`config.mk`:
```
export PLATFORM = sky130hd
export DESIGN_NAME = base64_stream_encoder_flat
export DESIGN_NICKNAME = d
export VERILOG_FILES = /design/src/hdl/b64_pkg.sv /design/src/hdl/b64_ifs.sv /design/src/hdl/base64_stream_encoder.sv /design/src/hdl/b64_group.sv /design/src/hdl/b64_serializer.sv /design/src/flat_wrapper.sv
export SDC_FILE = /design/constraint.sdc
export NUM_CORES = 1
export LEC_CHECK = 0
export ABC_AREA = 0
export ABC_CLOCK_PERIOD_IN_PS = 4000
export BUFFER_PORTS_ARGS = -buffer_cell sky130_fd_sc_hd__buf_4
export CORE_AREA = 5 5 87 122
export DETAILED_ROUTE_END_ITERATION = 12
export DIE_AREA = 0 0 92 127
export PLACE_DENSITY = 0.71
export SETUP_SLACK_MARGIN = 0.05
export SLEW_MARGIN = 15
export SYNTH_ARGS = -nofsm -noshare
export SYNTH_HDL_FRONTEND = slang
export SYNTH_SLANG_ARGS = --single-unit
```
`constraint.sdc`:
```
create_clock -name clk -period 4 [get_ports clk]
set_clock_uncertainty 0.05 [all_clocks]
set_input_delay 0.2 -clock clk [delete_from_list [all_inputs] [get_ports clk]]
set_output_delay 0.2 -clock clk [all_outputs]
set_load 0.05 [all_outputs]
```
`src/hdl/b64_pkg.sv`:
```
// Package: shared constants, group struct and symbol mapping for the Base64 encoder.
`default_nettype none
package b64_pkg;

  localparam logic [7:0] PAD_CHAR   = 8'h3D;  // '='
  localparam logic [7:0] STD_CHAR62 = 8'h2B;  // '+'
  localparam logic [7:0] STD_CHAR63 = 8'h2F;  // '/'
  localparam logic [7:0] URL_CHAR62 = 8'h2D;  // '-'
  localparam logic [7:0] URL_CHAR63 = 8'h5F;  // '_'

  localparam int GRP_CHARS  = 4;
  localparam int CNT_W      = 3;

  typedef struct packed {
    logic                       valid;
    logic [GRP_CHARS-1:0][7:0]  chars;    // chars[0] goes out first
    logic [CNT_W-1:0]           count;    // 2..4
    logic                       msg_end;
  } b64_grp_t;

  function automatic logic [7:0] sym_to_char(input logic [5:0] v, input logic url);
    logic [7:0] v8;
    logic [7:0] ch;
    v8 = {2'b00, v};
    if (v < 6'd26) begin
      ch = 8'h41 + v8;
    end else if (v < 6'd52) begin
      ch = 8'h61 + (v8 - 8'd26);
    end else if (v < 6'd62) begin
      ch = 8'h30 + (v8 - 8'd52);
    end else if (v == 6'd62) begin
      ch = url ? URL_CHAR62 : STD_CHAR62;
    end else begin
      ch = url ? URL_CHAR63 : STD_CHAR63;
    end
    return ch;
  endfunction

endpackage
`default_nettype wire

```
`src/hdl/b64_ifs.sv`:
```
// Interfaces: byte input, character output and configuration write channels.
`default_nettype none
interface b64_in_if;
  logic       valid;
  logic       ready;
  logic [7:0] data_byte;
  logic       last_byte;
  modport source (output valid, output data_byte, output last_byte, input ready);
  modport sink   (input valid, input data_byte, input last_byte, output ready);
endinterface

interface b64_out_if;
  logic       valid;
  logic       ready;
  logic [7:0] out_char;
  logic       run_last;
  logic       message_end;
  modport source (output valid, output out_char, output run_last, output message_end,
                  input ready);
  modport sink   (input valid, input out_char, input run_last, input message_end,
                  output ready);
endinterface

interface b64_cfg_if;
  logic valid;
  logic ready;
  logic alphabet_mode;
  modport source (output valid, output alphabet_mode, input ready);
  modport sink   (input valid, input alphabet_mode, output ready);
endinterface
`default_nettype wire

```
`src/hdl/base64_stream_encoder.sv`:
```
// Top level: streaming Base64 / base64url encoder with alphabet mode register.
//
//  channel   dir   word                                   accepted when
//  in_bus    in    data_byte[8], last_byte                valid && ready
//  out_bus   out   out_char[8], run_last, message_end     valid && ready
//  cfg_bus   in    alphabet_mode                          valid && ready (ready always 1)
//
//  A byte that closes a group loads 2 to 4 characters into the output register in the
//  cycle it is accepted; they leave one word per cycle while out_bus is ready, from
//  the next cycle. Held bytes are taken every cycle; a closing byte waits until the
//  output register is empty or sends its final word, so new bytes are taken while a
//  group leaves. Synchronous active-low reset clears group state, output count and mode.
`default_nettype none
module base64_stream_encoder (
  input  wire logic clk,
  input  wire logic rst_n,
  b64_in_if.sink    in_bus,
  b64_out_if.source out_bus,
  b64_cfg_if.sink   cfg_bus
);

  logic              mode_r, mode_nxt;
  logic              load_ready;
  b64_pkg::b64_grp_t grp;

  assign cfg_bus.ready = 1'b1;
  assign mode_nxt = (cfg_bus.valid && cfg_bus.ready) ? cfg_bus.alphabet_mode : mode_r;

  always_ff @(posedge clk) begin
    if (!rst_n) begin
      mode_r <= 1'b0;
    end else begin
      mode_r <= mode_nxt;
    end
  end

  b64_group u_group (
    .clk        (clk),
    .rst_n      (rst_n),
    .in_bus     (in_bus),
    .mode       (mode_r),
    .load_ready (load_ready),
    .grp        (grp)
  );

  b64_serializer u_ser (
    .clk        (clk),
    .rst_n      (rst_n),
    .grp        (grp),
    .load_ready (load_ready),
    .out_bus    (out_bus)
  );

`ifndef NO_ASSERTIONS
  // a loaded group shows up at the output next cycle
  a_load_shows: assert property (@(posedge clk) disable iff (!rst_n)
    grp.valid && load_ready |=> out_bus.valid)
    else $error("loaded group not presented");

  // a closing byte is never accepted while the output register cannot load
  a_no_drop: assert property (@(posedge clk) disable iff (!rst_n)
    grp.valid && !load_ready |-> !in_bus.ready)
    else $error("group accepted without room");

  // message end only on the last character of a run
  a_end_last: assert property (@(posedge clk) disable iff (!rst_n)
    out_bus.valid && out_bus.message_end |-> out_bus.run_last)
    else $error("message_end without run_last");
`endif

endmodule
`default_nettype wire

```
`src/hdl/b64_group.sv`:
```
// Group collector: holds pending bytes and maps a closed group to its characters.
`default_nettype none
module b64_group (
  input  wire logic      clk,
  input  wire logic      rst_n,
  b64_in_if.sink         in_bus,
  input  wire logic      mode,
  input  wire logic      load_ready,
  output b64_pkg::b64_grp_t grp
);

  logic [7:0]  pend0_r, pend0_nxt;
  logic [7:0]  pend1_r, pend1_nxt;
  logic [1:0]  cnt_r, cnt_nxt;

  logic        full;
  logic        emit;
  logic        accept;
  logic [7:0]  p0, p1, p2;
  logic [23:0] grp_word;
  logic [2:0]  nsym;
  logic [3:0][7:0] chars;

  assign full   = cnt_r[1];  // count 3 behaves like 2
  assign emit   = full || in_bus.last_byte;
  assign in_bus.ready = load_ready || !emit;
  assign accept = in_bus.valid && in_bus.ready;

  always_comb begin
    p0   = (cnt_r == 2'd0) ? in_bus.data_byte : pend0_r;
    p1   = (cnt_r == 2'd0) ? 8'd0 : ((cnt_r == 2'd1) ? in_bus.data_byte : pend1_r);
    p2   = full ? in_bus.data_byte : 8'd0;
    nsym = full ? 3'd4 : ((cnt_r == 2'd1) ? 3'd3 : 3'd2);
    grp_word = {p0, p1, p2};
    for (int k = 0; k < b64_pkg::GRP_CHARS; k++) begin
      if (3'(k) < nsym) begin
        chars[k] = b64_pkg::sym_to_char(grp_word[23 - 6*k -: 6], mode);
      end else begin
        chars[k] = b64_pkg::PAD_CHAR;
      end
    end
  end

  always_comb begin
    grp.valid   = in_bus.valid && emit;
    grp.chars   = chars;
    grp.count   = mode ? nsym : 3'd4;
    grp.msg_end = in_bus.last_byte;
  end

  always_comb begin
    pend0_nxt = pend0_r;
    pend1_nxt = pend1_r;
    cnt_nxt   = cnt_r;
    if (accept) begin
      if (emit) begin
        pend0_nxt = 8'd0;
        pend1_nxt = 8'd0;
        cnt_nxt   = 2'd0;
      end else if (cnt_r == 2'd0) begin
        pend0_nxt = in_bus.data_byte;
        cnt_nxt   = 2'd1;
      end else begin
        pend1_nxt = in_bus.data_byte;
        cnt_nxt   = 2'd2;
      end
    end
  end

  always_ff @(posedge clk) begin
    if (!rst_n) begin
      pend0_r <= 8'd0;
      pend1_r <= 8'd0;
      cnt_r   <= 2'd0;
    end else begin
      pend0_r <= pend0_nxt;
      pend1_r <= pend1_nxt;
      cnt_r   <= cnt_nxt;
    end
  end

endmodule
`default_nettype wire

```
`src/hdl/b64_serializer.sv`:
```
// Serializer: result register; sends group chars one word per cycle when ready.
`default_nettype none
module b64_serializer (
  input  wire logic         clk,
  input  wire logic         rst_n,
  input  wire b64_pkg::b64_grp_t grp,
  output logic              load_ready,
  b64_out_if.source         out_bus
);

  logic [3:0][7:0]            chars_r, chars_nxt;
  logic [b64_pkg::CNT_W-1:0]  cnt_r, cnt_nxt;
  logic                       msg_r, msg_nxt;
  logic                       out_acc;
  logic                       load;

  assign out_acc    = out_bus.valid && out_bus.ready;
  assign load_ready = (cnt_r == '0) || ((cnt_r == 3'd1) && out_bus.ready);
  assign load       = grp.valid && load_ready;

  assign out_bus.valid       = (cnt_r != '0);
  assign out_bus.out_char    = chars_r[0];
  assign out_bus.run_last    = (cnt_r == 3'd1);
  assign out_bus.message_end = (cnt_r == 3'd1) && msg_r;

  always_comb begin
    chars_nxt = chars_r;
    cnt_nxt   = cnt_r;
    msg_nxt   = msg_r;
    if (load) begin
      chars_nxt = grp.chars;
      cnt_nxt   = grp.count;
      msg_nxt   = grp.msg_end;
    end else if (out_acc) begin
      chars_nxt = chars_r >> 8;
      cnt_nxt   = cnt_r - 3'd1;
    end
  end

  always_ff @(posedge clk) begin
    if (!rst_n) begin
      cnt_r <= '0;
    end else begin
      cnt_r <= cnt_nxt;
    end
  end

  always_ff @(posedge clk) begin
    chars_r <= chars_nxt;
    msg_r   <= msg_nxt;
  end

endmodule
`default_nettype wire
```
`src/flat_wrapper.sv`:
```
// flat-port wrapper written by rule: the top's interface ports become plain ports
module base64_stream_encoder_flat 
  (clk, rst_n, in_bus_valid, in_bus_data_byte, in_bus_last_byte, in_bus_ready, out_bus_valid, out_bus_out_char, out_bus_run_last, out_bus_message_end, out_bus_ready, cfg_bus_valid, cfg_bus_alphabet_mode, cfg_bus_ready);
  b64_in_if in_bus_i ();
  b64_out_if out_bus_i ();
  b64_cfg_if cfg_bus_i ();
  input  wire logic clk;
  input  wire logic rst_n;
  input wire logic [$bits(in_bus_i.valid)-1:0] in_bus_valid;
  input wire logic [$bits(in_bus_i.data_byte)-1:0] in_bus_data_byte;
  input wire logic [$bits(in_bus_i.last_byte)-1:0] in_bus_last_byte;
  output wire logic [$bits(in_bus_i.ready)-1:0] in_bus_ready;
  output wire logic [$bits(out_bus_i.valid)-1:0] out_bus_valid;
  output wire logic [$bits(out_bus_i.out_char)-1:0] out_bus_out_char;
  output wire logic [$bits(out_bus_i.run_last)-1:0] out_bus_run_last;
  output wire logic [$bits(out_bus_i.message_end)-1:0] out_bus_message_end;
  input wire logic [$bits(out_bus_i.ready)-1:0] out_bus_ready;
  input wire logic [$bits(cfg_bus_i.valid)-1:0] cfg_bus_valid;
  input wire logic [$bits(cfg_bus_i.alphabet_mode)-1:0] cfg_bus_alphabet_mode;
  output wire logic [$bits(cfg_bus_i.ready)-1:0] cfg_bus_ready;
  assign in_bus_i.valid = in_bus_valid;
  assign in_bus_i.data_byte = in_bus_data_byte;
  assign in_bus_i.last_byte = in_bus_last_byte;
  assign in_bus_ready = in_bus_i.ready;
  assign out_bus_valid = out_bus_i.valid;
  assign out_bus_out_char = out_bus_i.out_char;
  assign out_bus_run_last = out_bus_i.run_last;
  assign out_bus_message_end = out_bus_i.message_end;
  assign out_bus_i.ready = out_bus_ready;
  assign cfg_bus_i.valid = cfg_bus_valid;
  assign cfg_bus_i.alphabet_mode = cfg_bus_alphabet_mode;
  assign cfg_bus_ready = cfg_bus_i.ready;
  base64_stream_encoder u_core (.clk(clk), .rst_n(rst_n), .in_bus(in_bus_i), .out_bus(out_bus_i), .cfg_bus(cfg_bus_i));
endmodule
```
Yosys cells after proc, flatten, opt, wreduce, memory -nomap -nowiden --
Cells that the tools add are included.
Word-level totals: flip-flop bits (word level) 55, bits of input ports 15, output and inout port bits 13
Cells by class: add/subtract/negate cells 21, magnitude comparators 16, eq/ne operators 7, muxes and demuxes 38, reduce and logical (&&, ||, !) cells 15
Operator list (number):
- 8-bit two-way mux | 23
- 32-bit two-way mux | 2
- 6-bit less-than comparator, second input constant | 8
- 7-bit two-way mux | 5
- 7-bit by 6-bit adder with 8-bit output, first input constant | 4
- 7-bit by 7-bit adder with 8-bit output, first input constant | 4
- 7-bit by 8-bit adder with 8-bit output, first input constant | 4
- 6-bit by 5-bit subtractor with 7-bit output, second input constant | 4
- 6-bit by 6-bit subtractor with 7-bit output, second input constant | 4
- 6-bit equality test, second input constant | 4
- 6-bit by 5-bit less-than comparator with 1-bit output, second input constant | 4
- 3-bit two-way mux | 5
- 1-bit logical AND | 6
- 1-bit by 3-bit less-than comparator with 1-bit output, first input constant | 2
- 2-bit by 3-bit less-than comparator with 1-bit output, first input constant | 2
- 2-bit two-way mux | 2
- 3-bit by 1-bit equality test with 1-bit output, second input constant | 1
- 3-bit zero test | 1
- 1-bit logical OR | 3
- 3-bit nonzero test | 1
- 3-bit by 1-bit subtractor with 3-bit output, second input constant | 1
- 2-bit by 1-bit equality test with 1-bit output, second input constant | 1
- 2-bit zero test | 1
- 2-bit inequality test, second input constant | 1
- other kinds (4) | 4

Depth between registers and ports, before layout --
Gate-level depths: netlist of run 1.
depth in word-level cells 10, gate-level depth with buffers 14, gate-level depth less buffers 10

Modules after synthesis --
From an unflattened synthesis of run 1, not the netlist that was laid out.
Unflattened totals: cell total of the unflattened synthesis 621, area total of the unflattened synthesis 5520.3 µm²
Modules (own cells, without submodules):
- b64_group | instances 1, cells each 504, area each 3696.0 µm², sequential area each 360.3 µm²
- b64_serializer | instances 1, cells each 112, area each 1776.7 µm², sequential area each 1051.0 µm²
- base64_stream_encoder | instances 1, cells each 5, area each 47.5 µm², sequential area each 20.0 µm²

Worst setup path before layout of run 1 --
Ideal clock, no wire load.
kind reg2reg, start register u_core.u_group.cnt_r[1], end register u_core.u_ser.chars_r[13] in the netlist's numbering (data pin), setup time 0.261 ns, data arrival time 2.962 ns, data required time 3.689 ns, path slack 0.728 ns, cell stages (with the launch flop) 13, buffers on the path 5, clock period less this slack 3.272 ns, path through dfxtp_1 > buf_4 > buf_6 > buf_2 > buf_2 > buf_2 > a22oi_1 > inv_1 > ha_1 > a21oi_4 > xnor2_1 > or4_1 > a221o_1
RTL lines:
- from (decl) | line b64_group.sv:14 | logic [1:0] cnt_r, cnt_nxt;
- from (signal assigned) | line b64_group.sv:78 | cnt_r <= cnt_nxt;
- to (signal assigned) | line b64_serializer.sv:49 | chars_r <= chars_nxt;
- to (decl) | line b64_serializer.sv:11 | logic [3:0][7:0] chars_r, chars_nxt;

==> results.md, run 1 <==
- Crit-path max cell delay: 0.49 ns
- PwrDens: 583.2 mW/mm^2
- Crit path time final: 3.385 ns
- Slowest CP cell: mux2i_1
- FMAX: 0.2954 GHz
- Peak VDD IR: 450.5 uV
- Top cells by area, synth: edfxtp_1 20%, ha_1 11%, dfxtp_1 9.1%
- Clock Latency Late Sink: 0.31 ns
- Setup ws final: 0.6152 ns
- Cell row count: 42
- Final setup fails: 0
- Critical path class: reg2reg
- GPL Wtd Cong: 0.9465
- #FFs+latches synth: 55
- First-pass GRT wire length: 20.61 mm
- Worst rel slew slack: 0.4370
- CP startpoint kind: register
- Arr. time, crit path: 3.39 ns
- CP bufs+invs: 1
- Height of the die: 127 um
- Mapped Cells: 580
- CP Capture Type: register
- Top-count cell post-synth: nand2_1
- Root Buffer: clkbuf_16
- Slew of the pin with the lowest slew margin: 0.8211 ns
- 1st-pass router iterations: 5
- Postcts setup bufs: 0
- CTS buffer count: 5
- Drt via density: 6.226
- Hold-fix buffer count after cts: 0
- Final net count: 637
- Final Cycle Share: 0.8462
- Final ANT Viol Nets: 0
- Max FO, Critical Path: 15
- Post-synth cell types: 74
- Post-synth EDFFs: 33
- Starting Density: 0.5194
- Top delay family on crit path: simple AND/OR/NAND/NOR gates
- CTS tree: done
- Non-Filler Instances: 690
- Final instance area: 0.005196 mm^2
- N_diodes: 0
- Layout cell share with drive strength beyond 1: 0.1086
- Outcome: complete, no violations
- Share of the synthesized area in the top cell type: 0.2040
- Primary FF master, synth: edfxtp_1
- Dpl hpwl: 9.566 mm
- Clock transition at the registers of the reported paths: 0.08 ns
- Via count: 4296
- Mapped cell area: 0.004858 mm^2
- GRT Util Overall: 0.2203
- Pins Over Slew Limit: 0
- Remaining Overflow, GRT: 0
- CTS max path bufs: 2
- Sequential element share of the synthesized area: 0.2946
- I/O Pins: 28
- Placed Cells: 682
- Setup TNS: 0 ns
- Total die area: 0.01168 mm^2
- DRT iter0 DRCs: 310
- Max-Cap Viols: 0
- Pre-CTS setup slack: 0.6851 ns
- Ys Warns: 0
- Hold violation count in the final report: 0
- Clk sinks: 55
- Min-Delay Path Class: in2reg
- # H-tree levels: 2
- LEAKAGE: 2.148 nW
- Vias in the first global route: 4213
- RSZ-0062 raised after global routing: false
- Synth Area per Inst: 8.377 um^2
- PostCTS Resize Cnt: 0
- Synth top cells by count: 64 x nand2_1, 49 x nor2_1, 43 x ha_1
- Crit path cell chain: nor2_4 -> mux2i_1 -> inv_1 -> ha_1 -> o211a_1 -> a311oi_1 -> xnor2_1 -> or3_1 -> o21ai_0 -> o21ai_0
- Total routed wirelength: 12.90 mm
- Placement Cell Area: 0.005040 mm^2
- Area leader, netlist: edfxtp_1
- Most used cell along the critical path: o21ai_0
- Initial antenna violation count: 0
- Largest net degree at the start of global routing: 56
- Core Region: 0.009354 mm^2
- Port bufs: 26
- Synth Net Count: 638
- Syn-to-layout area delta: 6.953%
- Asr flop ratio synth: 0
- Routed WL per cell: 18.69 um
- DRC: 0
- Die X-Extent: 92 um
- Worst Path Required: 4.00 ns
==> cells by family after synthesis <==
family / synth area share
AND/OR/NAND/NOR: 0.2094
AO/OA/AOI/OAI: 0.1991
buffers and inverters: 0.06696
flip-flops: 0.2946
adder cells (fa/ha/maj): 0.1107
XOR/XNOR: 0.07520
multiplexers: 0.04327
other: 0.0007719
==> state kept, by name, summed over array words and instances, names as in the netlist <==
name / count
u_core.u_ser.chars_r: 24
u_core.u_group.pend0_r: 8
u_core.u_group.pend1_r: 8
u_core.u_ser.out_bus.out_char: 8
u_core.u_ser.cnt_r: 3
u_core.u_group.cnt_r: 2
u_core.mode_r: 1
u_core.u_ser.msg_r: 1
==> area by class of cell <==
cell class / instances / area, um^2
inverters: 28 / 105.1
clock buffers: 5 / 125.1
repair buffers: 35 / 262.8
clock inverters: 3 / 31.28
flip-flops and latches: 55 / 1433
fillers: 874 / 4158
multi-input cells: 454 / 3102
well taps: 110 / 137.6
==> placed cells by master (no fill, tap or decap), types with 4 or more instances in the layout <==
cell type	count
a211oi_1	4
a21boi_0	5
a21oi_1	33
a22oi_1	8
a311oi_1	5
a31oi_1	6
and2_1	7
buf_4	35
clkbuf_16	5
dfxtp_1	21
edfxtp_1	33
ha_1	43
inv_1	27
mux2i_1	16
nand2_1	64
nand2b_1	10
nand3_1	20
nor2_1	49
nor2b_1	4
nor3_1	17
nor3b_1	5
nor4_1	4
o21ai_0	28
o21ai_1	4
o22ai_1	5
o31ai_1	8
or3_1	5
xnor2_1	25
xor2_1	14
==> metal layers <==
layer / global-route usage / up-vias / part of all wire / routed length (um)
met1: 0.2424 / 2055 / 0.38 / 4902
li1: - / 2066 / - / -
met3: 0.01941 / 35 / 0.043 / 556
met5: 0 / - / 0 / 0
met4: 0.1146 / 0 / 0.039 / 507
met2: 0.4152 / 140 / 0.54 / 6928
==> stage by stage <==
step	hold WS, ns	power (mW)	utilization
after floorplan	0.2489	2.188	-
after global placement	0.3575	2.528	0.5388
after detailed placement	0.3622	2.561	0.5388
after CTS	0.04108	3.041	0.5555
after global routing	0.03700	3.220	0.5555
final	0.04376	3.031	0.5555
==> final timing paths <==
path / startpoint / endpoint / slack (ns) / cells past startpoint
worst min register to register: u_core.u_group.pend1_r[5] / u_core.u_group.pend1_r[5] / 0.43 / 2
worst max-delay path: u_core.u_group.cnt_r[1] / u_core.u_ser.out_bus.out_char[6] / 0.62 / 10
worst max register to register: u_core.u_group.cnt_r[1] / u_core.u_ser.out_bus.out_char[6] / 0.62 / 10
worst min-delay path: in_bus_last_byte / u_core.u_ser.msg_r / 0.04 / 1
==> power breakdown <==
| part | total [mW] | internal (mW) | switching, mW |
|---|---|---|---|
| registers | 0.982 | 0.901 | 0.0809 |
| clock network | 0.479 | 0.243 | 0.235 |
| logic | 1.57 | 0.541 | 1.03 |
Power figures use the tool's default switching activity.
==> run 2, diff against run 1 <==
Settings changed: ABC_CLOCK_PERIOD_IN_PS 4000 to 2800, PLACE_DENSITY 0.71 to 0.73.
Clock period 4 ns to 2.8 ns, I/O delays scaled along.
==> run 2 against run 1 <==
Hold slack gained 0.0028 ns. Clock-buffer cell count is the same. Combinational power grew 56%. Clock power grew 41%. Critical path type unchanged. Worst setup slack lost 0.48 ns. Final cell count grew 4.8%. Wire length grew 8.1%. Register-to-register slack lost 0.48 ns. Critical endpoint is now u_core.u_ser.chars_r[21]. Largest cell class unchanged. Sequential cell count is the same. Design area grew 8.2%.
==> results.md, run 2 (synthesis results as in run 1) <==
- RSZ-0062 raised after global routing: true
- Clock transition at the registers of the reported paths: 0.08 ns
- Via count: 4508
- Initial antenna violation count: 0
- CTS buffer count: 5
- Final net count: 670
- 1st-pass router iterations: 5
- Fillers: 822
- Arr. time, crit path: 2.67 ns
- Syn-to-layout area delta: 15.71%
- Largest Register: u_core.u_ser.chars_r
- Vias in the first global route: 4499
- Final setup fails: 0
- Core Region: 0.009354 mm^2
- Area of the multi-input gates: 0.003267 mm^2
- DRC: 0
- Worst R2R Path Depth: 9
- Crit path from: u_core.u_group.cnt_r[1]
- Root Buffer: clkbuf_16
- Crit path cell chain: clkbuf_2 -> a22oi_2 -> inv_2 -> ha_4 -> a21oi_4 -> xnor2_2 -> nor3_1 -> nor3_1 -> o32a_1
- Outcome: complete, no violations
- DRT iter0 DRCs: 256
- PwrDens: 808.7 mW/mm^2
- Pins Over Slew Limit: 0
- Largest net degree at the start of global routing: 34
- End of the critical path: u_core.u_ser.chars_r[21]
- Clk sinks: 55
- Crit-path max cell delay: 0.49 ns
- Clock Latency Late Sink: 0.31 ns
- GPL Wtd Cong: 0.9507
- Slowest CP cell: a22oi_2
- Slew of the pin with the lowest slew margin: 0.6999 ns
- Total die area: 0.01168 mm^2
- R2r endpoint: u_core.u_ser.chars_r[21]
- Storage element area: 0.001436 mm^2
- Starting Density: 0.5194
- Port bufs: 26
- Most frequent cells in the layout: 64 x nand2_1, 64 x buf_4, 49 x nor2_1
- Peak VDD IR: 592.6 uV
- Max FO, Critical Path: 7
- Remaining Overflow, GRT: 0
- Height of the die: 127 um
- CTS tree: done
- CP Capture Type: register
- Final ANT Viol Nets: 0
- # H-tree levels: 2
- Layout cell share with drive strength beyond 1: 0.1941
- Final Cycle Share: 0.9529
- Hold violation count in the final report: 0
- Cell row count: 42
- Top delay family on crit path: compound AO/OA/AOI/OAI gates
- First-pass GRT wire length: 22.22 mm
- LEAKAGE: 2.313 nW
- CP startpoint kind: register
- FMAX: 0.3748 GHz
- Critical path class: reg2reg
- Pre-CTS setup slack: -0.05470 ns
- Setup TNS: 0 ns
- Placed Cells: 707
- N_diodes: 0
- Max-Cap Viols: 0
- Total routed wirelength: 13.94 mm
- Worst rel slew slack: 0.5317
- Crit path time final: 2.668 ns
- Worst R2R Setup Slack: 0.13 ns
- Min-Delay Path Class: in2reg
- Critical Path Stages: 9
- Non-Filler Instances: 723
- Post-layout power: 4.546 mW
- CP bufs+invs: 2
- Die X-Extent: 92 um
- CTS max path bufs: 2
- Routed WL per cell: 19.28 um
- Max reg flops: 24
- Dpl hpwl: 10.34 mm
- GRT Util Overall: 0.2366
- Worst Path Required: 2.80 ns
- Setup ws final: 0.1318 ns
- Drt via density: 6.235
- Most used cell along the critical path: nor3_1
- I/O Pins: 28
- R2R Path Start: u_core.u_group.cnt_r[1]
==> run 2: cell count changes in the layout (fill, tap and decap cells not counted), sizes merged <==
cell         previous run  this run
buf                    35        66
clkbuf                  5         6
clkinv                  1         2
dlygate4sd3             0         1
inv                    30        29
==> run 2: cell type report <==
class | instances | area share
Multi-Input combinational cell | 454 | 0.5811
Clock buffer | 5 | 0.02226
Sequential cell | 55 | 0.2555
Timing Repair Buffer | 68 | 0.09281
Inverter | 28 | 0.01870
Clock inverter | 3 | 0.005119
Tap cell | 110 | 0.02448
==> run 2: worst register-to-register path, stage by stage (launching register included) <==
cell      delay [ns]
dfxtp_4         0.38
clkbuf_2        0.16
a22oi_2         0.49
inv_2           0.12
ha_4            0.21
a21oi_4         0.13
xnor2_2         0.11
nor3_1          0.32
nor3_1          0.08
o32a_1          0.36
==> run 2: repair_timing <==
| item | 4_1_cts | 5_1_grt |
|---|---|---|
| hold buffers | 1 | 0 |
| gates resized for setup | 2 | 14 |
| pin swaps | 0 | 2 |
| hold endpoints to repair | 1 | 0 |
| buffers inserted | 1 | 6 |
| cloned | 0 | 0 |
| endpoints found under the setup margin | 2 | 11 |
==> run 2: power breakdown <==
part	switching, mW	total [mW]	internal [mW]	leakage (nW)
Clock	0.333	0.676	0.343	0.0759
Combinational	1.54	2.45	0.913	1.74
Sequential	0.131	1.42	1.29	0.497
==> run 2: layer usage <==
layer / part of all wire / GRT usage / up-vias
li1: - / - / 2133
met1: 0.38 / 0.2541 / 2154
met2: 0.52 / 0.4380 / 168
met3: 0.041 / 0.02765 / 53
met4: 0.054 / 0.1435 / 0
met5: 0 / 0 / -
==> run 2: worst min path at each step <==
stage	startpoint	slack, ns	to	cells after the start
after global routing	rst_n	0.05	u_core.u_ser.cnt_r[0]	2
after CTS	rst_n	0.05	u_core.u_ser.cnt_r[2]	2
after global placement	in_bus_last_byte	0.30	u_core.u_ser.msg_r	1
final	cfg_bus_alphabet_mode	0.05	u_core.mode_r	3
after detailed placement	in_bus_last_byte	0.30	u_core.u_ser.msg_r	1
after floorplan	in_bus_last_byte	0.19	u_core.u_ser.msg_r	0
==> run 2: through the flow <==
step	cell area [um^2]	hold slack (ns)	util
2_1_floorplan	4994	0.1889	-
6_report	5622	0.04656	0.6010
5_1_grt	5622	0.05099	0.6010
3_3_place_gp	5333	0.2982	0.5701
4_1_cts	5517	0.04874	0.5898
3_5_place_dp	5333	0.2969	0.5701
==> run 3, diff against run 2 <==
Settings changed: ABC_AREA 0 to 1, CORE_AREA 5 5 87 122 to 5 5 91 126, DIE_AREA 0 0 92 127 to 0 0 96 131.
==> run 3 against run 2 <==
Hold slack lost 0.029 ns. Combinational power down 5%. Die area grew 7.6%. Wire length up 2.6%. Synthesized area increased by 8.4%. Non-clock buffer count is 26 lower. Critical path type unchanged. Largest power group unchanged.
==> results.md, run 3 <==
- Vias in the first global route: 5058
- Syn-to-layout area delta: 9.197%
- GPL Wtd Cong: 1.007
- Primary FF master, synth: edfxtp_1
- I/O Pins: 28
- Synth top cells by count: 214 x nand2_1, 94 x inv_1, 73 x nor2_1
- Final Cycle Share: 0.9160
- Largest net degree at the start of global routing: 28
- Die X-Extent: 96 um
- CP Capture Type: register
- Cell row count: 44
- CTS buffer count: 5
- First-pass GRT wire length: 23.51 mm
- Routed WL per cell: 15.40 um
- Synth Net Count: 821
- Via count: 5047
- # H-tree levels: 2
- CP bufs+invs: 3
- PwrDens: 752.0 mW/mm^2
- Total die area: 0.01258 mm^2
- Drt via density: 5.439
- CTS tree: done
- Max reg flops: 24
- Max FO, Critical Path: 14
- RSZ-0062 raised after global routing: false
- Peak VDD IR: 289.2 uV
- Crit-path max cell delay: 0.39 ns
- 1st-pass router iterations: 5
- Crit path time final: 2.565 ns
- FMAX: 0.3899 GHz
- Clock transition at the registers of the reported paths: 0.07 ns
- Post-synth cell types: 47
- Mapped cell area: 0.005265 mm^2
- Worst Path Required: 2.81 ns
- Port bufs: 26
- CTS max path bufs: 2
- Area leader, netlist: edfxtp_1
- Core Region: 0.01024 mm^2
- Final net count: 847
- Ys Warns: 0
- Top cells by area, synth: edfxtp_1 19%, nand2_1 15%, ha_1 10%
- Placed Cells: 919
- Arr. time, crit path: 2.57 ns
- Clock Latency Late Sink: 0.30 ns
- Dpl hpwl: 11.49 mm
- Mapped Cells: 763
- Most used cell along the critical path: nand2_1
- Root Buffer: clkbuf_16
- Critical path class: reg2reg
- #FFs+latches synth: 55
- Initial antenna violation count: 0
- Height of the die: 131 um
- Final ANT Viol Nets: 0
- GRT Util Overall: 0.2390
- DRT iter0 DRCs: 228
- Slowest CP cell: dfxtp_2
- Layout cell share with drive strength beyond 1: 0.1392
- Share of the synthesized area in the top cell type: 0.1882
- Outcome: complete, no violations
- Setup TNS: 0 ns
- Most frequent cells in the layout: 214 x nand2_1, 93 x inv_1, 73 x nor2_1
- Hold violation count in the final report: 0
- Post-synth EDFFs: 33
- Remaining Overflow, GRT: 0
- Sequential element share of the synthesized area: 0.2719
- Top delay family on crit path: simple AND/OR/NAND/NOR gates
- Largest Register: u_core.u_ser.chars_r
- Slew of the pin with the lowest slew margin: 0.7375 ns
- Max-Cap Viols: 0
- DRC: 0
- Crit path cell chain: clkinv_4 -> nand3_1 -> nand2_2 -> nor2_1 -> nor2_8 -> inv_2 -> nand2_1 -> ha_1 -> nand2_1 -> nand3_1 -> nand2_1 -> inv_1 -> nand2_1 -> nand2_1 -> nand2_1
- Asr flop ratio synth: 0
- Synth Area per Inst: 6.900 um^2
- Clk sinks: 55
- N_diodes: 0
- Worst rel slew slack: 0.5062
- LEAKAGE: 2.752 nW
- Pins Over Slew Limit: 0
- CP startpoint kind: register
- Non-Filler Instances: 928
- Total routed wirelength: 14.29 mm
- Most common cell after layout, fill and taps aside: nand2_1
- Top-count cell post-synth: nand2_1
- Min-Delay Path Class: in2reg
- Starting Density: 0.5142
- Final setup fails: 0
[run 3: changes by cell type after synthesis, sizes merged, moves of 13 or more]
cell	change
nand2	+173
inv	+75
nand3	+45
nor2	+31
xnor2	-22
mux2i	-18
clkbuf	-16
nor3	-13
[run 3: per-stage QoR]
| stage | setup slack [ns] | hold slack, ns | utilization | cell area (um^2) | power, mW |
|---|---|---|---|---|---|
| global placement | 0.2386 | 0.2822 | 0.5435 | 5565 | 3.629 |
| floorplan | 0.3771 | 0.1889 | - | 5276 | 3.157 |
| CTS | 0.1429 | 0.01945 | 0.5590 | 5724 | 4.317 |
| global route | 0.05653 | 0.06313 | 0.5615 | 5749 | 4.618 |
| detailed placement | 0.1703 | 0.2828 | 0.5435 | 5565 | 3.681 |
| finish | 0.2352 | 0.01752 | 0.5615 | 5749 | 4.323 |
[run 3: report_power, final]
| part | switching [mW] | internal, mW |
|---|---|---|
| logic | 1.60 | 0.715 |
| clock network | 0.298 | 0.335 |
| registers | 0.102 | 1.27 |
[run 3: timing repair]
action,in CTS,in global routing
setup buffers,0,0
resized for setup,0,9
hold buffers,1,0
endpoints found under the setup margin,0,6
hold endpoints to repair,1,0
[run 3: area by class of cell]
| cell class | instances | area, um^2 |
|---|---|---|
| inverter | 107 | 409.1 |
| timing repair buffer | 42 | 330.3 |
| clock inverter | 3 | 23.77 |
| tap | 138 | 172.7 |
| sequential | 55 | 1434 |
| multi-input combinational | 578 | 3254 |
| fill | 1045 | 4491 |
| clock buffer | 5 | 125.1 |
[run 3: kinds of logic (layout without fill, tap and decap cells)]
logic type                 after synthesis  after routing  share of synthesized area
xor gates and xnor gates                12             12                    0.01996
buffers and inverters                  130            157                     0.1131
adders and majority gates               43             43                     0.1022
other                                    1              1                  0.0007122
and+or+nand+nor                        408            408                     0.3643
AOI/OAI and AO/OA                      114            114                     0.1278
DFF                                     55             55                     0.2719
[run 3: worst min-delay path, cell delays in order]
cell     delay (ns)
buf_4          0.08
a21oi_1        0.05
nor2_1         0.07
[run 3: worst paths after layout]
kind                             startpoint                   endpoint  slack, ns  cells after the start
hold reg to reg   u_core.u_group.pend0_r[6]  u_core.u_group.pend0_r[6]       0.42                      2
setup / recovery    u_core.u_group.cnt_r[1]   u_core.u_ser.chars_r[13]       0.24                     15
setup reg to reg    u_core.u_group.cnt_r[1]   u_core.u_ser.chars_r[13]       0.24                     15
hold / removal        cfg_bus_alphabet_mode              u_core.mode_r       0.02                      3
[run 3: metal layers]
metal  global-route usage  up-vias  part of all wire
met5                    0        -                 0
met4               0.1106        0             0.046
met3              0.03150       43             0.033
met2               0.4563      135              0.53
met1               0.2529     2350              0.39
li1                     -     2519                 -
